File: src/rtl/bmir_pkg.sv
package bmir_pkg;

  // Widest block index for the largest frame store the design supports
  localparam int unsigned IDX_MAX_W   = 16;
  localparam int unsigned QUEUE_DEPTH = 4;
  localparam int unsigned CFG_DATA_W  = 13;
  localparam int unsigned CFG_IDX_W   = 2;

  localparam logic [7:0] LITERAL_CODE = 8'hFF;
  localparam logic [7:0] INTER_FLAG   = 8'h80;
  localparam logic [7:0] OFFSET_MASK  = 8'h7F;

  localparam logic [12:0] RST_BLOCKS_PER_ROW = 13'd64;
  localparam logic [12:0] RST_BLOCK_COUNT    = 13'd4096;
  localparam logic [6:0]  RST_OFFSET_BIAS    = 7'd16;

  typedef enum logic [CFG_IDX_W-1:0] {
    CFG_BLOCKS_PER_ROW = 2'd0,
    CFG_BLOCK_COUNT    = 2'd1,
    CFG_OFFSET_BIAS    = 2'd2
  } cfg_idx_e;

  typedef enum logic [1:0] {
    SRC_LITERAL = 2'd0,
    SRC_INTER   = 2'd1,
    SRC_INTRA   = 2'd2
  } src_kind_e;

  typedef enum logic [1:0] {
    FLT_NONE        = 2'd0,
    FLT_RANGE       = 2'd1,
    FLT_NO_PREV     = 2'd2,
    FLT_NOT_DECODED = 2'd3
  } fault_e;

  typedef struct packed {
    logic [7:0]  motion_x_code;
    logic [7:0]  motion_y_code;
    logic [31:0] literal_word;
  } in_t;

  typedef struct packed {
    logic [11:0] block_index;
    logic [31:0] interp_word;
    src_kind_e   source_kind;
    fault_e      fault;
    logic        frame_done;
  } out_t;

  typedef struct packed {
    logic [12:0] blocks_per_row;
    logic [12:0] block_count;
    logic [6:0]  offset_bias;
  } cfg_t;

  // Classified block handed from the front to the back
  typedef struct packed {
    logic [IDX_MAX_W-1:0] index;
    logic                 cur_bank;
    logic                 rd_en;
    logic                 rd_bank;
    logic [IDX_MAX_W-1:0] rd_index;
    src_kind_e            kind;
    fault_e               fault;
    logic                 frame_done;
    logic [31:0]          literal_word;
  } job_t;

endpackage

File: src/rtl/bmir_fifo.sv
module bmir_fifo import bmir_pkg::*; (
  input  logic clk_i,
  input  logic rst_ni,
  input  logic push_i,
  input  job_t data_i,
  output logic full_o,
  output logic valid_o,
  input  logic pop_i,
  output job_t data_o
);

  localparam int unsigned PTR_W = $clog2(QUEUE_DEPTH);

  job_t             entry_q [QUEUE_DEPTH];
  logic [PTR_W-1:0] wr_ptr_q, rd_ptr_q;
  logic [PTR_W:0]   count_q;
  logic             do_push, do_pop;

  assign full_o  = count_q == (PTR_W + 1)'(QUEUE_DEPTH);
  assign valid_o = count_q != '0;
  assign do_push = push_i & ~full_o;
  assign do_pop  = pop_i & valid_o;
  assign data_o  = entry_q[rd_ptr_q];

  always_ff @(posedge clk_i or negedge rst_ni) begin
    if (!rst_ni) begin
      wr_ptr_q <= '0;
      rd_ptr_q <= '0;
      count_q  <= '0;
    end else begin
      if (do_push) begin
        wr_ptr_q <= wr_ptr_q + 1'b1;
      end
      if (do_pop) begin
        rd_ptr_q <= rd_ptr_q + 1'b1;
      end
      if (do_push && !do_pop) begin
        count_q <= count_q + 1'b1;
      end else if (do_pop && !do_push) begin
        count_q <= count_q - 1'b1;
      end
    end
  end

  always_ff @(posedge clk_i) begin
    if (do_push) begin
      entry_q[wr_ptr_q] <= data_i;
    end
  end

  a_no_overflow: assert property (@(posedge clk_i) disable iff (!rst_ni)
    count_q <= (PTR_W + 1)'(QUEUE_DEPTH))
    else $error("queue holds more transactions than it has entries");

endmodule

File: config.mk
export PLATFORM = sky130hd
export DESIGN_NAME = bmir_fifo
export DESIGN_NICKNAME = d
export VERILOG_FILES = /design/src/rtl/bmir_pkg.sv /design/src/rtl/bmir_fifo.sv
export SDC_FILE = /design/constraint.sdc
export NUM_CORES = 1
export LEC_CHECK = 0
export BUFFER_PORTS_ARGS = -buffer_cell sky130_fd_sc_hd__buf_2
export CAP_MARGIN = 40
export CORE_MARGIN = 3
export CORE_UTILIZATION = 57
export CTS_CLUSTER_SIZE = 40
export DETAILED_ROUTE_END_ITERATION = 16
export HOLD_SLACK_MARGIN = 0.06
export PLACE_DENSITY = 0.9
export SYNTH_ARGS = -nofsm -noshare
export SYNTH_HDL_FRONTEND = slang
export SYNTH_SLANG_ARGS = --single-unit
File: constraint.sdc
create_clock -name clk_i -period 4.13 [get_ports clk_i]
set_input_delay 0.2065 -clock clk_i [delete_from_list [all_inputs] [get_ports clk_i]]
set_output_delay 0.2065 -clock clk_i [all_outputs]
set_load 0.005 [all_outputs]
# After elaboration in Yosys (flattened, before gate mapping)
# Memory sizes are Yosys's and may differ from the RTL's.
# Index checks and enable logic that the tools add are counted.
# Widths: inputs -> output; s select.
classes:
  mux: 4
  bitwise_logic: 3
  reduce_logical: 6
  addsub: 4
  eq_ne: 1
ops:
  columns: ["cell", "n"]
  rows:
  - ["$mux 3", 2]
  - ["$add 2x1->2 const B", 2]
  - ["$add 3x1->3 const B", 1]
  - ["$eq 3x3->1 const B", 1]
  - ["$reduce_bool 3->1", 1]
  - ["$sub 3x1->3 const B", 1]
  - ["$and 1x1->1", 2]
  - ["$logic_and 1x1->1", 2]
  - ["$logic_not 1->1", 2]
  - ["$mux 1", 2]
  - ["$reduce_bool 2->1", 1]
  - ["$not 1->1", 1]
totals:
  elab_cells: 22
  ff_bits: 7
  mem_count: 1
  ram_bits: 288
  output_inout_bits: 74
  inputBits: 76
memory_table:
  columns: ["name", "words", "word_bits", "rd", "rd_clocked_by_memory_dff", "wr", "line_no", "text"]
  rows:
  - ["entry_q", 4, 72, 1, 0, 1, "bmir_fifo.sv:14", "job_t entry_q [QUEUE_DEPTH];"]

# Longest topological paths before layout
logic_depth:
  word_depth: 7
  depth_mapped: 9
  mapped_depth_nobuf: 8

# Least setup slack after synthesis
# Ideal clock, no wire load.
synth_timing:
  kind: "register to register"
  startpoint: "register count_q[2]"
  endpoint: "memory entry_q[0][0] (netlist bit), enable pin"
  synth_period_minus_slack_ns: 2.936
  path_buffers: 1
  t_required_ns: 3.692
  arrival_ns: 2.498
  setup_time_ns: 0.438
  slack_ns: 1.194
  path_stages_with_launch: 5
  cell_sequence: "dfrtp_1 nor3b_2 nor2b_1 buf_2 and2_1"
synth_via:
  elab_chain_cells: 5
synth_lines:
  columns: ["element", "line_no", "text"]
  rows:
  - ["from (decl)", "bmir_fifo.sv:16", "logic [PTR_W:0] count_q;"]
  - ["from (signal assigned)", "bmir_fifo.sv:38", "count_q <= count_q + 1'b1;"]
  - ["from (signal assigned)", "bmir_fifo.sv:40", "count_q <= count_q - 1'b1;"]
  - ["$eq 3x3->1", "bmir_fifo.sv:19", "assign full_o = count_q == (PTR_W + 1)'(QUEUE_DEPTH);"]
  - ["via full_o", "bmir_fifo.sv:6", "output logic full_o,"]
  - ["$not 1->1", "bmir_fifo.sv:21", "assign do_push = push_i & ~full_o;"]
  - ["$and 1x1->1", "bmir_fifo.sv:21", null]
  - ["via do_push", "bmir_fifo.sv:17", "logic do_push, do_pop;"]
  - ["$mux 1", "bmir_fifo.sv:46", "if (do_push) begin"]
  - ["$mux 1 (implied by the code)", "bmir_fifo.sv:47", "entry_q[wr_ptr_q] <= data_i;"]
  - ["to (decl)", "bmir_fifo.sv:14", null]
# The timed path passes the listed nets, and every way through them passes these cells.

==> flow_summary.json <==
{
  "outcome": "finished, final reports clean",
  "antenna_found_initial": 0,
  "tritoncts": "done",
  "setup-violations-final": 0,
  "ys_ff_latch": 295,
  "path_clk_slew_ns": 0.06,
  "p_leak_nw": 4.69,
  "crit_start": "rd_ptr_q[0]",
  "drt_iter0_drc": 384,
  "ioPinCount": 150,
  "grtUsageTotal": 0.226,
  "critical-path-slowest-cell": "dfrtp_4",
  "cpPeakStageDelay_ns": 0.96,
  "worst_pin_slew_ns": 0.826,
  "critPathCaptureType": "output pin",
  "crit_chain": "buf_12 -> mux4_2 -> buf_2",
  "holdWs_ns": 0.229,
  "grt_pass1_vias": 5821,
  "clockBufferDepth": 3,
  "layout_min_cycle_time_ns": 2.83,
  "final_common_cell": "edfxtp_1",
  "skew_ns": 0.0270,
  "synth.cell_area_sq_um": 10800,
  "dpl.hpwl_mm": 12.5,
  "cap_violations": 0,
  "hold_path.class": "input port to flop",
  "required_ns": 3.92,
  "die_x_microns": 144,
  "die-area_sq_um": 20600,
  "synth_fp_nets": 493,
  "synth_edf_count": 288,
  "grt_overflow": 0,
  "synthArstFlopShare": 0.0237,
  "layout.nets": 737,
  "start_util": 0.592,
  "final_cell_mix": "edfxtp_1 (288), buf_2 (149), dlygate4sd3_1 (75)",
  "path_class": "flop to output pin",
  "finalCoreUtilization": 0.741,
  "via_count": 5261,
  "slew_headroom": 0.449,
  "rsz0062_at_grt": "false",
  "yosys_most_used_dff": "edfxtp_1",
  "setup_slack_ns": 1.30,
  "fp.coreArea_sq_um": 18300,
  "min_from": "push_i",
  "port_buffers": 149,
  "std_cell_rows": 49,
  "crit_buf_inv": 2,
  "timing.rr.start": "count_q[2]",
  "startpoint_type": "flop",
  "timing.fmax_mhz": 353,
  "vdd_drop_max_mv": 0.534,
  "grt_pass1_wl_mm": 34.3,
  "netlist.area_leader.share": 0.800,
  "pre_cts_ws_ns": 1.74,
  "wirelength_mm": 22.6,
  "syn_area_per_cell_sq_um": 26.3,
  "viasPerCell": 5.83,
  "syn-instance-count": 411,
  "hold_violations": 0,
  "yosys-top-cells-area": "edfxtp_1 (80%), mux4_2 (15%), dfrtp_1 (1.6%), buf_6 (0.73%), ha_1 (0.58%)",
  "synth-seq-area-share": 0.816,
  "cts.htree.levels": 1,
  "period_share": 0.685,
  "power_mw": 9.32,
  "fin_setup_tns_ns": 0,
  "synth_cell_types": 19,
  "first_pass_iters": 4,
  "worstPathArrival_ns": 2.62,
  "clock_sinks": 295,
  "yosys.area.top_type": "edfxtp_1",
  "synth_warnings": 0,
  "routedWlPerCell_microns": 25.0,
  "cts_inserted_buffers": 29,
  "antenna_left": 0,
  "grt_max_degree": 62,
  "layout-drive-gt1-share": 0.402,
  "syn2layout_area_growth_pct": 25.2,
  "drv_slew": 0,
  "cts-root-buf": "clkbuf_16",
  "crit_family": "flip-flops",
  "gp_congestion": 0.696,
  "dieHeight_microns": 144,
  "clk_latency_ns": 0.54,
  "drc": 0,
  "n_antenna_cell": 0,
  "power.density_nw_per_um2": 689,
  "path_max_fanout": 41
}
## layer usage
| layer | global-route usage | wire length [microns] |
|---|---|---|
| met5 | 0 | 0 |
| met3 | 0.0366 | 1360 |
| met4 | 0.0738 | 768 |
| met2 | 0.404 | 12300 |
| met1 | 0.288 | 8150 |
## per-stage QoR
step | instances | instance area [sq um]
3_5_place_dp | 778 | 11900
4_1_cts | 903 | 13500
6_report | 903 | 13500
3_3_place_gp | 773 | 11700
2_1_floorplan | 411 | 10800
5_1_grt | 903 | 13500
## worst min-delay path: cells and delay by family
kind / cells / cell delay (ns)
simple gates: 1 / 0.23
xor+xnor: 1 / 0.17
buf+inv: 1 / 0.09
## state kept, by name, indices dropped and copies added, names as in the netlist
signal / count
wr_ptr_q: 2
count_q: 3
entry_q: 288
rd_ptr_q: 2
## synth_stat cells, types with 2 or more instances
cell type	instances
mux4_2	72
buf_6	7
edfxtp_1	288
dfrtp_1	7
buf_2	9
xnor2_1	4
and2_1	4
ha_1	5
inv_1	3
xor2_1	2
mux2_2	2
## logic make-up (layout without fill, tap and decap cells)
logic type | Yosys count | in the layout | share of synthesized area
muxes | 74 | 74 | 0.152
xor gates and xnor gates | 6 | 6 | 0.00486
and+or+nand+nor | 10 | 10 | 0.00579
adders and majority gates | 6 | 6 | 0.00764
DFF | 295 | 295 | 0.816
buffers and inverters | 20 | 283 | 0.0132
## what timing repair did
item / in CTS / in global routing
gates resized for setup: 0 / 0
endpoints found under the hold margin: 297 / 0
hold buffers: 75 / 0
setup buffers: 0 / 0
## worst paths after layout
path | endpoint | slack (ns) | depth (start not counted)
max | data_o[53] | 1.30 | 3
max reg2reg | count_q[2] | 1.71 | 8
min | wr_ptr_q[0] | 0.23 | 3
max in group asynchronous | rd_ptr_q[0] | 3.21 | 3
min reg2reg | count_q[2] | 0.51 | 1
min in group asynchronous | count_q[2] | 0.65 | 3
## layout make-up
type	instances	area, sq um
repair buffers	230	1630
fillers	991	4740
inverters	3	11.3
clock buffers	37	756
flip-flops and latches	295	8830
multi-input cells	96	1850
clock inverters	13	163
well taps	229	287
## power breakdown
group | internal [mW] | total (mW) | switching (mW)
registers | 3.97 | 4.29 | 0.327
logic | 1.29 | 2.47 | 1.18
clock network | 1.53 | 2.55 | 1.02
total | 6.79 | 9.32 | 2.54
No activity file was read; power rests on OpenSTA's default activity.
