--- src/rtl/bmir_pkg.sv ---
package bmir_pkg;

  // Widest block index for the largest frame store the design supports
  localparam int unsigned IDX_MAX_W   = 16;
  localparam int unsigned QUEUE_DEPTH = 4;
  localparam int unsigned CFG_DATA_W  = 13;
  localparam int unsigned CFG_IDX_W   = 2;

  localparam logic [7:0] LITERAL_CODE = 8'hFF;
  localparam logic [7:0] INTER_FLAG   = 8'h80;
  localparam logic [7:0] OFFSET_MASK  = 8'h7F;

  localparam logic [12:0] RST_BLOCKS_PER_ROW = 13'd64;
  localparam logic [12:0] RST_BLOCK_COUNT    = 13'd4096;
  localparam logic [6:0]  RST_OFFSET_BIAS    = 7'd16;

  typedef enum logic [CFG_IDX_W-1:0] {
    CFG_BLOCKS_PER_ROW = 2'd0,
    CFG_BLOCK_COUNT    = 2'd1,
    CFG_OFFSET_BIAS    = 2'd2
  } cfg_idx_e;

  typedef enum logic [1:0] {
    SRC_LITERAL = 2'd0,
    SRC_INTER   = 2'd1,
    SRC_INTRA   = 2'd2
  } src_kind_e;

  typedef enum logic [1:0] {
    FLT_NONE        = 2'd0,
    FLT_RANGE       = 2'd1,
    FLT_NO_PREV     = 2'd2,
    FLT_NOT_DECODED = 2'd3
  } fault_e;

  typedef struct packed {
    logic [7:0]  motion_x_code;
    logic [7:0]  motion_y_code;
    logic [31:0] literal_word;
  } in_t;

  typedef struct packed {
    logic [11:0] block_index;
    logic [31:0] interp_word;
    src_kind_e   source_kind;
    fault_e      fault;
    logic        frame_done;
  } out_t;

  typedef struct packed {
    logic [12:0] blocks_per_row;
    logic [12:0] block_count;
    logic [6:0]  offset_bias;
  } cfg_t;

  // Classified block handed from the front to the back
  typedef struct packed {
    logic [IDX_MAX_W-1:0] index;
    logic                 cur_bank;
    logic                 rd_en;
    logic                 rd_bank;
    logic [IDX_MAX_W-1:0] rd_index;
    src_kind_e            kind;
    fault_e               fault;
    logic                 frame_done;
    logic [31:0]          literal_word;
  } job_t;

endpackage

--- src/rtl/bmir_front.sv ---
module bmir_front import bmir_pkg::*; #(
  parameter int unsigned MAX_BLOCKS = 4096
) (
  input  logic clk_i,
  input  logic rst_ni,
  input  cfg_t cfg_i,
  input  logic in_valid_i,
  output logic in_stall_o,
  input  in_t  in_data_i,
  output logic job_valid_o,
  input  logic job_full_i,
  output job_t job_o
);

  localparam int unsigned IW = (MAX_BLOCKS > 1) ? $clog2(MAX_BLOCKS) : 1;
  localparam int unsigned CW = $clog2(MAX_BLOCKS + 1);
  localparam int unsigned OW = 11;
  localparam int unsigned RW = ((IW + 1 > OW) ? IW + 1 : OW) + 1;
  localparam int unsigned BW = 14;
  localparam int unsigned PW = RW + BW;
  localparam int unsigned SW = PW + 1;

  logic [12:0]   eff_row;
  logic [CW-1:0] eff_cnt;

  logic [IW-1:0] col_q, row_q, lin_q;
  logic          bank_q, prev_q;

  logic          acc, last, col_wrap;
  logic [IW:0]   lin_inc, col_inc;
  logic [7:0]    xc, yc;
  src_kind_e     kind_d;
  logic signed [OW-1:0] mx, my;
  logic signed [RW-1:0] rowref_d, colref_d;

  logic                 f1_v_q;
  src_kind_e            f1_kind_q;
  logic signed [RW-1:0] f1_rowref_q, f1_colref_q;
  logic [IW-1:0]        f1_idx_q;
  logic                 f1_bank_q, f1_prev_q, f1_done_q;
  logic [31:0]          f1_lit_q;

  logic                 f2_v_q;
  src_kind_e            f2_kind_q;
  logic signed [PW-1:0] f2_prod_q;
  logic signed [RW-1:0] f2_colref_q;
  logic [IW-1:0]        f2_idx_q;
  logic                 f2_bank_q, f2_prev_q, f2_done_q;
  logic [31:0]          f2_lit_q;

  logic                 f1_free, f2_free;
  logic signed [SW-1:0] ref_s;
  logic                 ref_out, ref_ahead;
  fault_e               fault_d;
  logic                 rd_en_d, rd_bank_d;

  assign eff_row = (cfg_i.blocks_per_row == '0) ? 13'd1 : cfg_i.blocks_per_row;

  always_comb begin
    if (cfg_i.block_count == '0) begin
      eff_cnt = CW'(1);
    end else if (32'(cfg_i.block_count) > MAX_BLOCKS) begin
      eff_cnt = CW'(MAX_BLOCKS);
    end else begin
      eff_cnt = CW'(cfg_i.block_count);
    end
  end

  // Handshake along the two front stages
  assign f2_free     = ~f2_v_q | ~job_full_i;
  assign f1_free     = ~f1_v_q | f2_free;
  assign in_stall_o  = ~f1_free;
  assign acc         = in_valid_i & ~in_stall_o;
  assign job_valid_o = f2_v_q;

  // Classify and form the signed row and column references
  assign xc = in_data_i.motion_x_code;
  assign yc = in_data_i.motion_y_code;

  always_comb begin
    if (xc == LITERAL_CODE && yc == LITERAL_CODE) begin
      kind_d = SRC_LITERAL;
    end else if ((xc & INTER_FLAG) != '0 && (yc & INTER_FLAG) != '0) begin
      kind_d = SRC_INTER;
    end else begin
      kind_d = SRC_INTRA;
    end
  end

  always_comb begin
    if (kind_d == SRC_INTER) begin
      mx = $signed({3'b000, xc & OFFSET_MASK}) - $signed({4'b0000, cfg_i.offset_bias});
      my = $signed({3'b000, yc & OFFSET_MASK}) - $signed({4'b0000, cfg_i.offset_bias});
    end else begin
      mx = $signed({3'b000, xc}) - $signed({4'b0000, cfg_i.offset_bias});
      my = $signed({3'b000, yc}) - $signed({3'b000, cfg_i.offset_bias, 1'b0}) + 11'sd1;
    end
  end

  assign rowref_d = RW'($signed({1'b0, row_q})) + RW'(my);
  assign colref_d = RW'($signed({1'b0, col_q})) + RW'(mx);

  // Raster position bookkeeping
  assign lin_inc  = {1'b0, lin_q} + 1'b1;
  assign col_inc  = {1'b0, col_q} + 1'b1;
  assign last     = lin_inc >= (IW + 1)'(eff_cnt);
  assign col_wrap = 32'(col_inc) >= 32'(eff_row);

  always_ff @(posedge clk_i or negedge rst_ni) begin
    if (!rst_ni) begin
      col_q  <= '0;
      row_q  <= '0;
      lin_q  <= '0;
      bank_q <= 1'b0;
      prev_q <= 1'b0;
      f1_v_q <= 1'b0;
      f2_v_q <= 1'b0;
    end else begin
      if (acc) begin
        if (last) begin
          col_q  <= '0;
          row_q  <= '0;
          lin_q  <= '0;
          bank_q <= ~bank_q;
          prev_q <= 1'b1;
        end else begin
          lin_q <= lin_inc[IW-1:0];
          if (col_wrap) begin
            col_q <= '0;
            row_q <= row_q + 1'b1;
          end else begin
            col_q <= col_inc[IW-1:0];
          end
        end
      end
      if (f1_free) begin
        f1_v_q <= in_valid_i;
      end
      if (f2_free) begin
        f2_v_q <= f1_v_q;
      end
    end
  end

  always_ff @(posedge clk_i) begin
    if (acc) begin
      f1_kind_q   <= kind_d;
      f1_rowref_q <= rowref_d;
      f1_colref_q <= colref_d;
      f1_idx_q    <= lin_q;
      f1_bank_q   <= bank_q;
      f1_prev_q   <= prev_q;
      f1_done_q   <= last;
      f1_lit_q    <= in_data_i.literal_word;
    end
    if (f2_free && f1_v_q) begin
      f2_kind_q   <= f1_kind_q;
      f2_prod_q   <= PW'(f1_rowref_q) * PW'($signed({1'b0, eff_row}));
      f2_colref_q <= f1_colref_q;
      f2_idx_q    <= f1_idx_q;
      f2_bank_q   <= f1_bank_q;
      f2_prev_q   <= f1_prev_q;
      f2_done_q   <= f1_done_q;
      f2_lit_q    <= f1_lit_q;
    end
  end

  // Linear reference, range checks and fault priority
  assign ref_s     = SW'(f2_prod_q) + SW'(f2_colref_q);
  assign ref_out   = ref_s[SW-1] || (ref_s >= $signed({{(SW - CW){1'b0}}, eff_cnt}));
  assign ref_ahead = ref_s >= $signed({{(SW - IW){1'b0}}, f2_idx_q});

  always_comb begin
    fault_d   = FLT_NONE;
    rd_en_d   = 1'b0;
    rd_bank_d = f2_bank_q;
    case (f2_kind_q)
      SRC_INTER: begin
        rd_bank_d = ~f2_bank_q;
        if (!f2_prev_q) begin
          fault_d = FLT_NO_PREV;
        end else if (ref_out) begin
          fault_d = FLT_RANGE;
        end else begin
          rd_en_d = 1'b1;
        end
      end
      SRC_INTRA: begin
        if (ref_out) begin
          fault_d = FLT_RANGE;
        end else if (ref_ahead) begin
          fault_d = FLT_NOT_DECODED;
        end else begin
          rd_en_d = 1'b1;
        end
      end
      default: begin
      end
    endcase
  end

  always_comb begin
    job_o.index        = IDX_MAX_W'(f2_idx_q);
    job_o.cur_bank     = f2_bank_q;
    job_o.rd_en        = rd_en_d;
    job_o.rd_bank      = rd_bank_d;
    job_o.rd_index     = IDX_MAX_W'(ref_s[IW-1:0]);
    job_o.kind         = f2_kind_q;
    job_o.fault        = fault_d;
    job_o.frame_done   = f2_done_q;
    job_o.literal_word = f2_lit_q;
  end

  a_frame_wrap: assert property (@(posedge clk_i) disable iff (!rst_ni)
    (acc && last) |=> (lin_q == '0 && col_q == '0 && prev_q))
    else $error("raster position not cleared after last block of frame");

  a_intra_behind: assert property (@(posedge clk_i) disable iff (!rst_ni)
    (job_valid_o && job_o.rd_en && job_o.kind == SRC_INTRA) |-> job_o.rd_index < job_o.index)
    else $error("intra read issued at or beyond the current block");

endmodule

--- config.mk ---
export PLATFORM = sky130hd
export DESIGN_NAME = bmir_front
export DESIGN_NICKNAME = d
export VERILOG_FILES = /design/src/rtl/bmir_pkg.sv /design/src/rtl/bmir_front.sv
export SDC_FILE = /design/constraint.sdc
export NUM_CORES = 1
export LEC_CHECK = 0
export BUFFER_PORTS_ARGS = -buffer_cell sky130_fd_sc_hd__buf_2
export CAP_MARGIN = 20
export CORE_MARGIN = 2
export CORE_UTILIZATION = 40
export CTS_CLUSTER_SIZE = 28
export DETAILED_ROUTE_END_ITERATION = 8
export PLACE_DENSITY = 0.66
export SETUP_SLACK_MARGIN = 0.02
export SYNTH_ARGS = -nofsm -noshare
export SYNTH_HDL_FRONTEND = slang
export SYNTH_SLANG_ARGS = --single-unit
--- constraint.sdc ---
create_clock -name clk_i -period 8.8 [get_ports clk_i]
set_input_delay 1.76 -clock clk_i [delete_from_list [all_inputs] [get_ports clk_i]]
set_output_delay 1.76 -clock clk_i [all_outputs]
set_load 0.05 [all_outputs]
# After elaboration in Yosys (flattened, before gate mapping)

Index checks and enable logic that the tools add are counted.
Widths: inputs -> output; s select.

Register bits after elaboration: 208
Bits in latches: 0
RAM bits: 0
Memory bits (read-only): 0
Input port bits: 85
Output and inout bits: 74
Word-level logic and storage cells: 86
Memories kept: 0

$add $sub $neg: 11
Multipliers: 1
Div/mod/pow operators: 0
$lt $le $gt $ge: 5
Eq/ne operators: 5
Shift-type cells: 0
Mux-type cells: 23
Bitwise logic cells: 9
Reduce and logical (&&, ||, !) cells: 9

Operators with widths:

| cell                  | number |
|---|---|
| $mux 12               | 5 |
| $mux 13               | 3 |
| $add 28x14->29        | 1 |
| $ge 29x13->1          | 1 |
| $ge 29x14->1          | 1 |
| $add 13x11->14        | 2 |
| $mul 14x14->28        | 1 |
| $add 12x1->13 const B | 2 |
| $ge 13x13->1          | 2 |
| $logic_not 13->1      | 2 |
| $mux 11               | 2 |
| $eq 8x8->1 const B    | 2 |
| $sub 7x7->8           | 2 |
| $gt 13x13->1 const B  | 1 |
| $add 12x1->12 const B | 1 |
| $add 9x2->10 const B  | 1 |
| $mux 2                | 5 |
| $sub 8x7->9           | 1 |
| $sub 8x8->9           | 1 |
| $mux 1                | 6 |
| $not 1->1             | 6 |
| $eq 2x1->1 const B    | 2 |
| $pmux 2 s2            | 1 |
| $reduce_and 2->1      | 2 |
| 7 further kinds       | 10 |

# Logic depth before layout (Yosys ltp)

Gate-level depths: netlist (run 1).

Depth after elaboration: 8
Mapped depth: 25
Gate-level depth less buffers: 24

# Worst setup path before layout (run 1)

OpenSTA, ideal clock, no wires.

Kind: input -> register
Start point: in job_full_i
End point: reg f2_bank_q (enable)
Library setup time: 0.680 ns
Arrival: 8.330 ns
Required time: 8.120 ns
Setup slack: -0.210 ns
Cell stages on the path: 1
Path buffers: 0
Path through: a21boi_0

Cells in the longest elaborated chain, start to end: 3

Ends and longest elaborated chain:

| what                 | RTL line          | RTL |
|---|---|---|
| start, declared      | bmir_front.sv:11  | `input logic job_full_i,` |
| $not 1->1            | bmir_front.sv:70  | `assign f2_free = ~f2_v_q \| ~job_full_i;` |
| $or 1x1->1           | bmir_front.sv:70  |  |
| $logic_and 1x1->1    | bmir_front.sv:156 | `if (f2_free && f1_v_q) begin` |
| end signal, assigned | bmir_front.sv:161 | `f2_bank_q <= f1_bank_q;` |
| end, declared        | bmir_front.sv:48  | `logic f2_bank_q, f2_prev_q, f2_done_q;` |

No other way between the ends.
A chain may end at the register's enable or synchronous reset.

# Worst setup path in the final report (run 1)

Start point: in cfg_i[24] (netlist bit)
End point: reg f2_prod_q[26], data pin

Cells in the longest elaborated chain, start to end: 3

Ends and longest elaborated chain:

| what                 | RTL line          | RTL |
|---|---|---|
| start, declared      | bmir_front.sv:6   | `input cfg_t cfg_i,` |
| $logic_not 13->1     | bmir_front.sv:57  | `assign eff_row = (cfg_i.blocks_per_row == '0) ? 13'd1 : cfg_i.blocks_per_row;` |
| $mux 13 *            | bmir_front.sv:57  |  |
| $mul 14x14->28 *     | bmir_front.sv:158 | `f2_prod_q <= PW'(f1_rowref_q) * PW'($signed({1'b0, eff_row}));` |
| end signal, assigned | bmir_front.sv:158 |  |
| end, declared        | bmir_front.sv:45  | `logic signed [PW-1:0] f2_prod_q;` |

Mark *: on every way between the ends. The rest lies on a longest branch, timed or not.

==> results of run 1 <==
stage by stage:
stage | setup slack [ns] | std cells | hold slack (ns) | area (um2)
after floorplan | 0.939 | 1860 | 0.400 | 19300
after global placement | 0.640 | 2573 | 0.400 | 20600
after detailed placement | 0.529 | 2573 | 0.405 | 20600
after CTS | 1.06 | 2613 | 0.403 | 21300
after global routing | 0.766 | 2614 | 0.418 | 21300
final | 1.07 | 2614 | 0.409 | 21300
synth_stat cells, types with 5 or more instances:
| master | number |
|---|---|
| a211oi_1 | 13 |
| a21o_1 | 60 |
| a21oi_1 | 86 |
| a31oi_1 | 7 |
| a41oi_1 | 5 |
| and2_1 | 117 |
| and3_1 | 18 |
| and4_1 | 6 |
| buf_4 | 12 |
| clkbuf_1 | 45 |
| dfrtp_1 | 40 |
| edfxtp_1 | 168 |
| fa_1 | 186 |
| ha_1 | 202 |
| inv_1 | 290 |
| nand2_1 | 167 |
| nand2b_1 | 12 |
| nand3_1 | 28 |
| nand4_1 | 11 |
| nor2_1 | 44 |
| nor2b_1 | 11 |
| nor3_1 | 9 |
| nor4_1 | 9 |
| o211ai_1 | 7 |
| o21a_1 | 11 |
| o21ai_0 | 64 |
| o21bai_1 | 28 |
| o41ai_1 | 5 |
| xnor2_1 | 80 |
| xor2_1 | 43 |
layer usage:
| metal | share of wire | global-route usage | up-vias |
|---|---|---|---|
| met4 | 0.026 | 0.0492 | 0 |
| met3 | 0.031 | 0.0171 | 67 |
| met2 | 0.50 | 0.321 | 263 |
| li1 | - | - | 6469 |
| met5 | 0 | 0 | - |
| met1 | 0.44 | 0.240 | 6738 |
cell type report:
cell class | instances | area [um2] | share of cell area
clock inverters | 13 | 143 | 0.00668
flip-flops and latches | 208 | 6050 | 0.283
well taps | 615 | 769 | 0.0360
multi-input cells | 1303 | 11900 | 0.557
clock buffers | 27 | 591 | 0.0277
repair buffers | 157 | 816 | 0.0382
inverters | 291 | 1090 | 0.0512
state kept, by name, indices dropped and copies added, names as in the netlist, 2 cells and up:
| register | count |
|---|---|
| f2_kind_q | 2 |
| f1_colref_q | 14 |
| f2_idx_q | 12 |
| f1_rowref_q | 14 |
| row_q | 12 |
| lin_q | 12 |
| f2_colref_q | 14 |
| f1_lit_q | 32 |
| f1_idx_q | 12 |
| f2_prod_q | 28 |
| f1_kind_q | 2 |
| col_q | 12 |
| f2_lit_q | 32 |
worst min path at each step:
stage                         from              to  slack [ns]  depth (start not counted)
finish                 f1_lit_q[4]     f2_lit_q[4]        0.41                          0
CTS                 f1_colref_q[0]  f2_colref_q[0]        0.40                          0
detailed placement    f1_lit_q[12]    f2_lit_q[12]        0.40                          0
global route          f1_lit_q[27]    f2_lit_q[27]        0.42                          0
floorplan                f1_bank_q       f2_bank_q        0.40                          0
global placement      f1_lit_q[20]    f2_lit_q[20]        0.40                          0
cells by family (layout without fill, tap and decap cells):
family	count (synthesis)	after routing	share of synthesized area
flops	208	208	0.314
other cells	1	8	0.000195
compound gates	328	328	0.113
fa+ha+maj	388	388	0.325
xor+xnor	123	123	0.0560
buf+inv	349	488	0.0704
mux	5	5	0.00299
simple gates	451	451	0.119
==> results.json, run 1 <==
{
  "cts_setup_buffers": 0,
  "yosysUniqueCellTypes": 72,
  "antenna_found_initial": 0,
  "drc": 0,
  "crit_buf_inv": 5,
  "wl_mm": 45.0,
  "grt_pass1_wl_mm": 73.0,
  "setup_viol": 0,
  "crit_end": "f2_prod_q[26]",
  "layout_common_cells": "inv_1 (290), ha_1 (202), fa_1 (186)",
  "rrSetupSlack_ns": 1.78,
  "tritoncts": "built",
  "cts_resized": 0,
  "min_period_over_period": 0.879,
  "grt_max_degree": 79,
  "dr.pass1.iters": 5,
  "htreeDepth": 1,
  "crit_cells": 22,
  "wl_per_cell_um": 17.2,
  "fin_tns_setup_ns": 0,
  "vias": 13500,
  "drive_gt1_frac": 0.104,
  "period_minus_slack_ns": 7.73,
  "synthTopCellsByArea": "edfxtp_1 (26%), fa_1 (19%), ha_1 (13%)",
  "grt.total_usage": 0.182,
  "cts_buffers": 22,
  "fin_nets": 2456,
  "synth_cells": 1853,
  "path_common_cell": "fa_1",
  "utilization": 0.448,
  "rsz0062_at_grt": "no",
  "syn_to_final_growth_pct": 10.9,
  "cp_max_fo": 16,
  "syn_area_um2": 19300,
  "cp.arrival_ns": 7.99,
  "io_buffers": 150,
  "gp_congestion": 0.922,
  "diodes": 0,
  "synth_top_cell_by_area": "edfxtp_1",
  "drt_iter0_markers": 793,
  "grt_pass1_vias": 13900,
  "fp.dieArea_um2": 49900,
  "critPathMaxStageDelay_ns": 0.70,
  "start_util": 0.404,
  "critPathLaunchType": "primary input",
  "r2r-end": "f2_prod_q[26]",
  "rr_startpoint": "f1_rowref_q[13]",
  "r2r_cells": 21,
  "ys_warn_count": 0,
  "cap_viol_max_count": 0,
  "clock_path_buffers": 3,
  "vias_per_cell": 5.18,
  "status": "complete, no violations",
  "crit_required_ns": 9.06,
  "cts_root_buffer": "clkbuf_16",
  "fin_worst_skew_ns": 0.0189,
  "worstSkewPairLatency_ns": 0.51,
  "synth_edf_count": 168,
  "maxSlewHeadroom": 0.327,
  "core_um2": 47600,
  "antenna_left": 0,
  "final_common_cell": "inv_1",
  "critPathCaptureType": "flip-flop",
  "ios": 159,
  "die_h_um": 223,
  "cp-startpoint": "cfg_i[24]",
  "cts_hold_buf": 0,
  "cp_top_family": "adder cells",
  "num_rows": 80,
  "path_clk_slew_ns": 0.06,
  "ys_seq_elements": 208,
  "cts_sinks": 208,
  "hpwl_mm": 35.9,
  "gr-total-overflow": 0,
  "fmax_ghz": 0.129,
  "final.fill_count": 4463,
  "drv_slew": 0,
  "crit_type": "primary input to flip-flop",
  "synth_top_area_frac": 0.262,
  "cpMaxStageDelayCell": "fa_1",
  "async_flop_share": 0.192,
  "min_path_type": "flip-flop to flip-flop",
  "tightest_slew_ns": 1.01,
  "syn_avg_cell_area_um2": 10.4,
  "synth_flop_cell": "edfxtp_1",
  "die_w_um": 223,
  "hold_viol_final": 0,
  "cp_cell_sequence": "buf_2 -> and2_1 -> fa_1 -> fa_1 -> inv_1 -> fa_1 -> inv_1 -> fa_1 -> fa_1 -> inv_1 -> fa_1 -> inv_1 -> ha_1 -> and4_1 -> and2_1 -> a221oi_1 -> o21ai_0 -> a211o_1 -> a21oi_1 -> o21bai_1 -> a21oi_1 -> xnor2_1",
  "yosysSeqAreaShare": 0.314
}
Power of run 1 is not shown: default switching activity piles up to over one toggle a cycle in this logic, so the estimate is an artifact.
==> inputs of run 2 (changes only) <==
--- a/config.mk
+++ b/config.mk
@@ -11,7 +11,9 @@
 export CORE_UTILIZATION = 40
 export CTS_CLUSTER_SIZE = 28
 export DETAILED_ROUTE_END_ITERATION = 8
+export MAX_ROUTING_LAYER = met4
 export PLACE_DENSITY = 0.66
+export RECOVER_POWER = 25
 export SETUP_SLACK_MARGIN = 0.02
 export SYNTH_ARGS = -nofsm -noshare
 export SYNTH_HDL_FRONTEND = slang
==> results.json, run 2 (same netlist as run 1, synthesis figures left out) <==
{
  "status": "complete, but fails checks",
  "violations": "max-capacitance violations, max-slew violations",
  "cts_setup_buffers": 0,
  "crit_type": "primary input to flip-flop",
  "cts_resized": 0,
  "gr-total-overflow": 0,
  "hpwl_mm": 36.3,
  "drc": 0,
  "multi_input_area_um2": 11900,
  "cts_buffers": 23,
  "grt.total_usage": 0.190,
  "grt_max_degree": 71,
  "holdCritStartpoint": "f1_colref_q[1]",
  "cp_cell_sequence": "buf_2 -> and2_1 -> fa_1 -> fa_1 -> inv_1 -> fa_1 -> inv_1 -> fa_1 -> fa_1 -> inv_1 -> fa_1 -> inv_1 -> ha_1 -> and4_1 -> and2_1 -> a221oi_1 -> o21ai_0 -> a211o_1 -> a21oi_1 -> o21bai_1 -> a21oi_1 -> xnor2_1",
  "maxSlewHeadroom": -0.303,
  "period_minus_slack_ns": 7.75,
  "crit_buf_inv": 5,
  "gp_congestion": 0.905,
  "fin_tns_setup_ns": 0,
  "worstSkewPairLatency_ns": 0.52,
  "clock_path_buffers": 3,
  "die_w_um": 223,
  "fp.dieArea_um2": 49900,
  "rr_startpoint": "f1_rowref_q[13]",
  "io_buffers": 150,
  "cp.arrival_ns": 8.02,
  "critPathMaxStageDelay_ns": 0.70,
  "min_period_over_period": 0.881,
  "diodes": 0,
  "cts_sinks": 208,
  "hold_viol_final": 0,
  "setup_viol": 0,
  "tightest_slew_ns": 1.95,
  "cap_viol_max_count": 1,
  "antenna_left": 0,
  "path_clk_slew_ns": 0.06,
  "wl_per_cell_um": 17.3,
  "drv_slew": 33,
  "final.fill_count": 4451,
  "drive_gt1_frac": 0.103,
  "fmax_ghz": 0.129,
  "r2r_cells": 21,
  "crit_required_ns": 9.07,
  "cpMaxStageDelayCell": "fa_1",
  "layout_common_cells": "inv_1 (290), ha_1 (202), fa_1 (186)",
  "tritoncts": "built",
  "core_um2": 47600,
  "final_common_cell": "inv_1",
  "cp_max_fo": 16,
  "grt_pass1_wl_mm": 73.9,
  "r2r-end": "f2_prod_q[26]",
  "cts_root_buffer": "clkbuf_16",
  "htreeDepth": 1,
  "rsz0062_at_grt": "no",
  "fin_worst_skew_ns": 0.0186,
  "rrSetupSlack_ns": 1.76,
  "vias_per_cell": 5.13,
  "cp-startpoint": "cfg_i[24]",
  "fin_nets": 2457,
  "cts_hold_buf": 0,
  "seq_area_um2": 6050,
  "ios": 159,
  "min_path_type": "flip-flop to flip-flop",
  "critPathCaptureType": "flip-flop",
  "dr.pass1.iters": 5,
  "start_util": 0.404,
  "vias": 13400,
  "critPathLaunchType": "primary input",
  "top_regs": "f1_lit_q (32), f2_lit_q (32), f2_prod_q (28)",
  "cp_top_family": "adder cells",
  "holdPathEnd": "f2_colref_q[1]",
  "syn_to_final_growth_pct": 10.8,
  "die_h_um": 223,
  "path_common_cell": "fa_1",
  "hold_depth": 0,
  "wl_mm": 45.3,
  "num_rows": 80,
  "drt_iter0_markers": 802,
  "antenna_found_initial": 0,
  "grt_pass1_vias": 14000
}
[run 2: worst max-delay path by stage]
| stage | to | slack [ns] | cells past startpoint |
|---|---|---|---|
| 2_1_floorplan | f2_prod_q[26] | 0.94 | 22 |
| 3_3_place_gp | f2_prod_q[26] | 0.64 | 22 |
| 3_5_place_dp | f2_prod_q[26] | 0.48 | 22 |
| 4_1_cts | f2_prod_q[26] | 1.03 | 22 |
| 5_1_grt | f2_prod_q[26] | 0.69 | 22 |
| 6_report | f2_prod_q[26] | 1.05 | 22 |
[run 2: layer usage]
metal  track usage  routed length (um)  share of wire
met5             -                   0              0
met4        0.0469                1100          0.024
met3        0.0163                1500          0.033
met2         0.326               22700           0.50
met1         0.245               20100           0.44
[run 2: worst register-to-register path, stage by stage (launching register included)]
cell and delay (ns):
edfxtp_1 0.63, and2_1 0.32, fa_1 0.52, fa_1 0.70, inv_1 0.27, fa_1 0.61
inv_1 0.06, fa_1 0.46, fa_1 0.55, inv_1 0.05, fa_1 0.50, inv_1 0.04
ha_1 0.33, and4_1 0.18, and2_1 0.17, a221oi_1 0.30, o21ai_0 0.25, a211o_1 0.31
a21oi_1 0.21, o21bai_1 0.09, a21oi_1 0.17, xnor2_1 0.07
[run 2: final cells by class]
| cell class | count | share of cell area |
|---|---|---|
| Clock inverter | 13 | 0.00639 |
| Tap cell | 615 | 0.0361 |
| Multi-Input combinational cell | 1303 | 0.557 |
| Clock buffer | 29 | 0.0280 |
| Inverter | 291 | 0.0513 |
| Timing Repair Buffer | 157 | 0.0373 |
| Sequential cell | 208 | 0.283 |
[run 2: per-stage QoR]
stage                     hold slack, ns  setup slack, ns   util  instances  cell area, um2
after CTS                          0.418             1.03  0.448       2615           21300
after floorplan                    0.400            0.939      -       1860           19300
after global routing               0.422            0.687  0.448       2616           21300
after detailed placement           0.405            0.484  0.432       2573           20600
final                              0.416             1.05  0.448       2616           21300
after global placement             0.400            0.639  0.432       2573           20600
Power of run 2 is left out for the same reason.
==> inputs of run 3 (changes only) <==
--- a/config.mk
+++ b/config.mk
@@ -8,11 +8,11 @@
 export BUFFER_PORTS_ARGS = -buffer_cell sky130_fd_sc_hd__buf_2
 export CAP_MARGIN = 20
 export CORE_MARGIN = 2
-export CORE_UTILIZATION = 40
+export CORE_UTILIZATION = 62
 export CTS_CLUSTER_SIZE = 28
 export DETAILED_ROUTE_END_ITERATION = 8
 export MAX_ROUTING_LAYER = met4
-export PLACE_DENSITY = 0.66
+export PLACE_DENSITY = 0.91
 export RECOVER_POWER = 25
 export SETUP_SLACK_MARGIN = 0.02
 export SYNTH_ARGS = -nofsm -noshare
==> results.json, run 3 (same netlist as run 1, synthesis figures left out) <==
{
  "status": "complete, but fails checks",
  "violations": "max-capacitance violations, max-slew violations",
  "dpl_cell_area_um2": 20300,
  "cts_root_buffer": "clkbuf_16",
  "cts_sinks": 208,
  "crit_required_ns": 9.06,
  "cap_viol_max_count": 1,
  "crit_type": "primary input to flip-flop",
  "dr.pass1.iters": 5,
  "drv_slew": 35,
  "antenna_found_initial": 0,
  "hold_viol_final": 0,
  "drive_gt1_frac": 0.102,
  "timing.final.ws_setup_ns": 0.767,
  "final_common_cell": "inv_1",
  "syn_to_final_growth_pct": 9.19,
  "gp_congestion": 0.957,
  "cp_max_fo": 16,
  "cts_buffers": 22,
  "cts_resized": 0,
  "path_clk_slew_ns": 0.06,
  "fin_nets": 2453,
  "fin_cells": 2392,
  "wl_mm": 45.9,
  "vias_per_cell": 6.02,
  "die_w_um": 180,
  "stdcell_area_um2": 21000,
  "clock_path_buffers": 3,
  "post-place-cells": 2351,
  "cp.arrival_ns": 8.29,
  "num_rows": 64,
  "top_regs": "f1_lit_q (32), f2_lit_q (32), f2_prod_q (28)",
  "drc": 0,
  "grt_max_degree": 79,
  "start_util": 0.629,
  "fin_tns_setup_ns": 0,
  "grt_pass1_vias": 15400,
  "cts_setup_buffers": 0,
  "tightest_slew_ns": 2.11,
  "core_um2": 30600,
  "fmax_ghz": 0.124,
  "htreeDepth": 1,
  "min_period_over_period": 0.913,
  "wl_per_cell_um": 19.2,
  "cts_hold_buf": 0,
  "critPathCaptureType": "flip-flop",
  "diodes": 0,
  "fp.dieArea_um2": 32500,
  "vias": 14400,
  "critPathLaunchType": "primary input",
  "io_buffers": 150,
  "drt_iter0_markers": 1226,
  "layout_common_cells": "inv_1 (290), ha_1 (202), fa_1 (186)",
  "tritoncts": "built",
  "die_h_um": 180,
  "post-place-ws_ns": 0.277,
  "ios": 159,
  "fin_worst_skew_ns": 0.0177,
  "setup_viol": 0,
  "worstSkewPairLatency_ns": 0.52,
  "maxSlewHeadroom": -0.407,
  "gr-total-overflow": 0,
  "grt.total_usage": 0.294,
  "hpwl_mm": 34.4,
  "antenna_left": 0,
  "grt_pass1_wl_mm": 75.3,
  "rsz0062_at_grt": "no",
  "min_path_type": "flip-flop to flip-flop",
  "period_minus_slack_ns": 8.03
}
==> run 3: worst max-delay path: stages <==
cell,delay (ns)
buf_2,0.23
and2_1,0.29
fa_1,0.52
fa_1,0.76
inv_1,0.27
fa_1,0.59
inv_1,0.05
fa_1,0.46
fa_1,0.54
inv_1,0.05
fa_1,0.49
inv_1,0.05
ha_1,0.33
and4_1,0.18
and2_1,0.17
a221oi_1,0.31
o21ai_0,0.26
a211o_1,0.32
a21oi_1,0.28
o21bai_1,0.10
a21oi_1,0.20
xnor2_1,0.08
==> run 3: path summary, 6_finish.rpt <==
| check | from | end | slack, ns | cells after the start |
|---|---|---|---|---|
| worst max register to register | f1_rowref_q[13] | f2_prod_q[26] | 1.55 | 21 |
| worst min-delay path | f1_lit_q[12] | f2_lit_q[12] | 0.42 | 0 |
| min in group asynchronous | rst_ni | lin_q[6] | 1.16 | 1 |
| worst max-delay path | cfg_i[22] | f2_prod_q[26] | 0.77 | 22 |
| max in group asynchronous | rst_ni | bank_q | 5.31 | 2 |
| worst min register to register | f1_lit_q[12] | f2_lit_q[12] | 0.42 | 0 |
==> run 3: area by class of cell <==
class | count | area (um2)
Multi-Input combinational cell | 1303 | 11900
Fill cell | 2104 | 9570
Sequential cell | 208 | 6050
Inverter | 291 | 1090
Timing Repair Buffer | 154 | 776
Clock buffer | 30 | 622
Tap cell | 396 | 495
Clock inverter | 10 | 100
==> run 3: per-stage QoR <==
stage                     hold slack [ns]   util
after floorplan                     0.400      -
after global placement              0.400  0.663
after detailed placement            0.405  0.663
after CTS                           0.417  0.687
after global routing                0.422  0.687
final                               0.416  0.687
==> run 3: routing by layer <==
| layer | global-route usage | vias to the layer above | share of wire |
|---|---|---|---|
| li1 | - | 6448 | - |
| met1 | 0.348 | 7067 | 0.37 |
| met2 | 0.494 | 707 | 0.50 |
| met3 | 0.0576 | 183 | 0.089 |
| met4 | 0.126 | 0 | 0.042 |
| met5 | - | - | 0 |
Power of run 3 is left out for the same reason.
